<file path="src/hdl/triangle_face_normal_defines.svh">
// Assertion macros for the triangle face normal block
`ifndef TRIANGLE_FACE_NORMAL_DEFINES_SVH
`define TRIANGLE_FACE_NORMAL_DEFINES_SVH
`ifndef NO_ASSERTIONS
`define TFN_ASSERT_IMPLY(label, clk, rst, a, b) \
   label: assert property (@(posedge clk) disable iff (rst) (a) |-> (b)) \
      else $error("assertion failed: label");
`define TFN_ASSERT_DELAY(label, clk, rst, a, n, b) \
   label: assert property (@(posedge clk) disable iff (rst) (a) |-> ##n (b)) \
      else $error("assertion failed: label");
`else
`define TFN_ASSERT_IMPLY(label, clk, rst, a, b)
`define TFN_ASSERT_DELAY(label, clk, rst, a, n, b)
`endif
`endif

</file>
<file path="src/hdl/tfn_pkg.sv">
// ----------------------------------------------------------------------------
// tfn_pkg
// Widths and the lane type shared by the face normal pipeline.
// ----------------------------------------------------------------------------
package tfn_pkg;
   localparam int COORD_WIDTH_DEF = 16;
   localparam int MAG_BITS = 34;
   localparam int Q_BITS = 15;
   localparam int FRAC_SHIFT = 28;
   localparam int MSQ_W = 2 * MAG_BITS;
   localparam int S_W = MSQ_W + 2;
   localparam int RHS_W = MSQ_W + FRAC_SHIFT;
   localparam int P_W = RHS_W + 6;
   localparam int QS_W = S_W + Q_BITS + 1;
   localparam int OUT_W = 16;

   typedef struct packed {
      logic [P_W-1:0] p;
      logic [QS_W-1:0] qs;
      logic [Q_BITS-1:0] q;
      logic [RHS_W-1:0] rhs;
      logic neg;
   } lane_type;
endpackage

</file>
<file path="src/hdl/tfn_quot_stage.sv">
// ----------------------------------------------------------------------------
// tfn_quot_stage
// One bit of the unit quotient for all three lanes, kept as running
// q*q*s and q*s so each trial is shifts and adds.
// ----------------------------------------------------------------------------
module tfn_quot_stage #(
   parameter int BIT = tfn_pkg::Q_BITS - 1
) (
   input  logic clock,
   input  logic reset,
   input  logic in_valid,
   input  logic in_deg,
   input  logic [tfn_pkg::S_W-1:0] in_s,
   input  tfn_pkg::lane_type in_lane [3],
   output logic out_valid,
   output logic out_deg,
   output logic [tfn_pkg::S_W-1:0] out_s,
   output tfn_pkg::lane_type out_lane [3]
);
   logic valid_ff, deg_ff;
   logic [tfn_pkg::S_W-1:0] s_ff;
   tfn_pkg::lane_type lane_ff [3];
   tfn_pkg::lane_type lane_in [3];
   logic [tfn_pkg::P_W-1:0] cand_in [3];

   always_comb begin
      for (int i = 0; i < 3; i++) begin
         // (q + 2^b)^2 s = q^2 s + 2^(b+1) q s + 2^(2b) s
         cand_in[i] = in_lane[i].p
                    + (tfn_pkg::P_W'(in_lane[i].qs) << (BIT + 1))
                    + (tfn_pkg::P_W'(in_s) << (2 * BIT));
         lane_in[i] = in_lane[i];
         if (cand_in[i] <= tfn_pkg::P_W'(in_lane[i].rhs)) begin
            lane_in[i].p = cand_in[i];
            lane_in[i].qs = in_lane[i].qs + (tfn_pkg::QS_W'(in_s) << BIT);
            lane_in[i].q[BIT] = 1'b1;
         end
      end
   end

   always_ff @(posedge clock) begin
      if (reset) begin
         valid_ff <= 1'b0;
      end else begin
         valid_ff <= in_valid;
      end
   end

   always_ff @(posedge clock) begin
      deg_ff <= in_deg;
      s_ff <= in_s;
      lane_ff <= lane_in;
   end

   assign out_valid = valid_ff;
   assign out_deg = deg_ff;
   assign out_s = s_ff;
   assign out_lane = lane_ff;
endmodule

</file>
<file path="config.mk">
export PLATFORM = sky130hd
export DESIGN_NAME = tfn_quot_stage
export DESIGN_NICKNAME = d
export VERILOG_FILES = /design/src/hdl/triangle_face_normal_defines.svh /design/src/hdl/tfn_pkg.sv /design/src/hdl/tfn_quot_stage.sv
export SDC_FILE = /design/constraint.sdc
export NUM_CORES = 2
export LEC_CHECK = 0
export BUFFER_PORTS_ARGS = -buffer_cell sky130_fd_sc_hd__buf_2
export CAP_MARGIN = 30
export CORE_AREA = 2 2 751 753
export CTS_CLUSTER_SIZE = 16
export DETAILED_ROUTE_END_ITERATION = 12
export DIE_AREA = 0 0 753 755
export GPL_ROUTABILITY_DRIVEN = 0
export GPL_TIMING_DRIVEN = 0
export SLEW_MARGIN = 10
export SYNTH_ARGS = -nofsm -noshare
export SYNTH_HDL_FRONTEND = slang
export SYNTH_SLANG_ARGS = --single-unit
</file>
<file path="constraint.sdc">
create_clock -name clock -period 7.7 [get_ports clock]
set_input_delay 1.155 -clock clock [delete_from_list [all_inputs] [get_ports clock]]
set_output_delay 1.155 -clock clock [all_outputs]
set_load 0.01 [all_outputs]
</file>
==> impl_metrics.yaml <==
yosys:
  synthCells: 7042
  yosysMostFrequentCell: "dfxtp_1"
  synth-compound-area-share_pct: 19.5
  yosys.area_share.adder_pct: 22.1
  synth.mux.area_fraction_pct: 6.68
  synthDistinctLibCells: 87
  ys.flop_type: "dfxtp_1"
  synth_top_family_by_area: "adder cells"
  ys_top_cells_by_area: "dfxtp_1, ha_1, fa_1"
  synth_area_um2: 64900
  yosysSeqAreaShare_pct: 30.0
  yosys.area.top_type: "dfxtp_1"
  synth.top_cells.by_count: "dfxtp_1, ha_1, a21oi_1, nand2_1, inv_1"
  yosysTopAreaCellShare_pct: 30.0
  synth-xor-area-share_pct: 5.91
  synthArstFlopShare_pct: 0
  synthSimpleGateAreaFrac_pct: 11.5
  avgSynthCellArea_um2: 9.21
  synth_edf_count: 0
  syn-num-nets: 9033
  yosys_warnings: 0
  ys_seq_elements: 972
sta:
  worstMarginPinSlew_ns: 1.09
  fmax_mhz: 119
  rsz0062_at_grt: "yes"
  holdWs_ns: 0.316
  setup_ws_ns: -0.721
  min_period_ns: 8.42
  relSlewSlack_pct: 27.5
  finalSetupTns_ns: -175.68
  slew_viol_final: 0
  finalCritPeriodShare_pct: 109
  setup_violations: 449
  hold_viol_final: 0
placed_design:
  post-dp-hpwl_um: 587000
  io_buffer_count: 1945
  dp_cells: 16500
  place_area_um2: 85000
  dp_slack_ns: -6.04
cells_and_area:
  stdcell_count: 17100
  drive_gt1_share_pct: 33.6
  area_growth_pct: 46.2
  layout.nets: 11300
  fin_area_um2: 94800
cts:
  cts.sinks: 972
  cts_tree: "yes"
  numCtsBuffers: 150
  htreeDepth: 4
  root_buffer: "clkbuf_16"
  path_clk_slew_ns: 0.06
  clockBufferDepth: 4
die:
  coreArea_um2: 560000
  die_y_um: 755
  die_area_um2: 569000
  start_util_pct: 11.6
  die_w_um: 753
  io_pins: 1946
  num_rows: 275
setup_path:
  cp.depth: 36
  cp_max_fo: 5
  crit_arrival_ns: 9.21
  critical_path.top_delay_family: "simple AND/OR/NAND/NOR gates"
  worstSetupStartpointType: "input pin"
  slowest_stage: "nand4_1"
  path_buf_inv: 11
  endpoint_kind: "flip-flop"
  critPathMaxStageDelay_ns: 0.63
  crit_required_ns: 8.49
  path_class: "in -> reg"
  crit_path_frequent_cell: "buf_16"
pwr:
  leakagePower_nw: 41.9
  power_density_nw_per_um2: 251
  vdd_drop_max_uv: 180
global_route:
  antenna_found_initial: 457
  grt_pass1_wl_um: 797000
  grt_pass1_vias: 67200
  overflow: 0
  grt_start_max_net_pins: 14
  grt_util_all_layers_pct: 22.2
drt:
  avgRoutedWirePerCell_um: 38.7
  first_iter_violations: 6604
  dr.pass1.iters: 7
  drt_wl_total_um: 662000
  vias: 70100
  ant_nets: 0
  via_per_inst: 4.10
  drc: 0
worst_hold_path:
  hold_path.class: "in -> reg"
  whs_path_depth: 1
status:
  violations: "negative setup slack"
  status: "finished with violations"
flow_run:
  cap_violations: 0
area by class of cell:
type,instances,area [µm²]
multi-input cells,5366,44800
plain buffers,219,1430
clock buffers,179,4040
clock inverters,83,1040
repair buffers,2143,12600
well taps,7479,9360
inverters,441,1660
flip-flops and latches,972,19500
fillers,63100,465000
diodes,207,518
layer usage:
metal,GRT usage (%),wire length [µm],vias to the layer above
li1,-,-,30200
met3,14.3,102000,1733
met4,17.3,64700,120
met5,0,772,-
met1,21.9,221000,33100
met2,33.2,273000,4917
through the flow:
step	power, mW	util (%)
floorplan	10.6	-
global placement	15.2	15.0
detailed placement	15.5	15.2
CTS	23.8	16.6
global route	24.9	16.9
finish	23.8	16.9
sequential cells by signal, summed over array words and instances (netlist names):
register	cells
out_deg	1
out_s	70
out_lane	900
out_valid	1
cell usage in the layout (no fill, tap or decap), types with 30 or more instances in the layout:
master	netlist	layout
a211oi_1	59	46
a21o_1	330	330
a21oi_1	645	606
a31oi_1	56	48
and2_1	40	39
and3_1	51	46
buf_12	0	48
buf_2	39	1915
buf_4	14	118
buf_6	1	47
buf_8	0	38
clkbuf_1	202	169
clkbuf_16	0	164
dfxtp_1	972	972
diode_2	0	207
fa_1	216	208
ha_1	801	750
inv_1	441	439
mux2_2	366	348
nand2_1	503	494
nand2b_1	50	49
nand3_1	113	109
nand4_1	198	198
nor2_1	297	284
nor2b_1	51	50
nor3_1	78	69
o211ai_1	43	43
o21a_1	57	57
o21ai_0	383	343
o21ai_1	29	54
o21bai_1	98	91
o31ai_1	37	30
xnor2_1	252	235
xor2_1	186	176
logic make-up (layout without fill, tap and decap cells):
logic type / Yosys count / after routing
AO/OA/AOI/OAI: 1998 / 1998
AND/OR/NAND/NOR: 1527 / 1527
adder cells (fa/ha/maj): 1017 / 1017
flip-flops: 972 / 972
buffers and inverters: 704 / 3065
XOR/XNOR: 438 / 438
multiplexers: 386 / 386
other: 0 / 207
final timing paths:
| path | startpoint | to | slack, ns |
|---|---|---|---|
| setup / recovery | in_s[0] | out_lane[287]$_DFF_P_ | -0.72 |
| hold / removal | in_lane[73] | out_lane[73]$_DFF_P_ | 0.32 |
report_power, final:
group	total [mW]	switching, mW	leakage, nW	internal (mW)
combinational	10.7	7.06	31.2	3.67
sequential	5.52	0.109	8.20	5.41
clock	7.53	3.21	2.45	4.31
total	23.8	10.4	41.9	13.4
what timing repair did:
action,4_1_cts,5_1_grt
hold buffers,0,0
endpoints found under the setup margin,480,480
gates cloned,3,12
buffers inserted,75,35
resized for setup,553,162
pin swaps,99,63
Power figures use the tool's default switching activity.
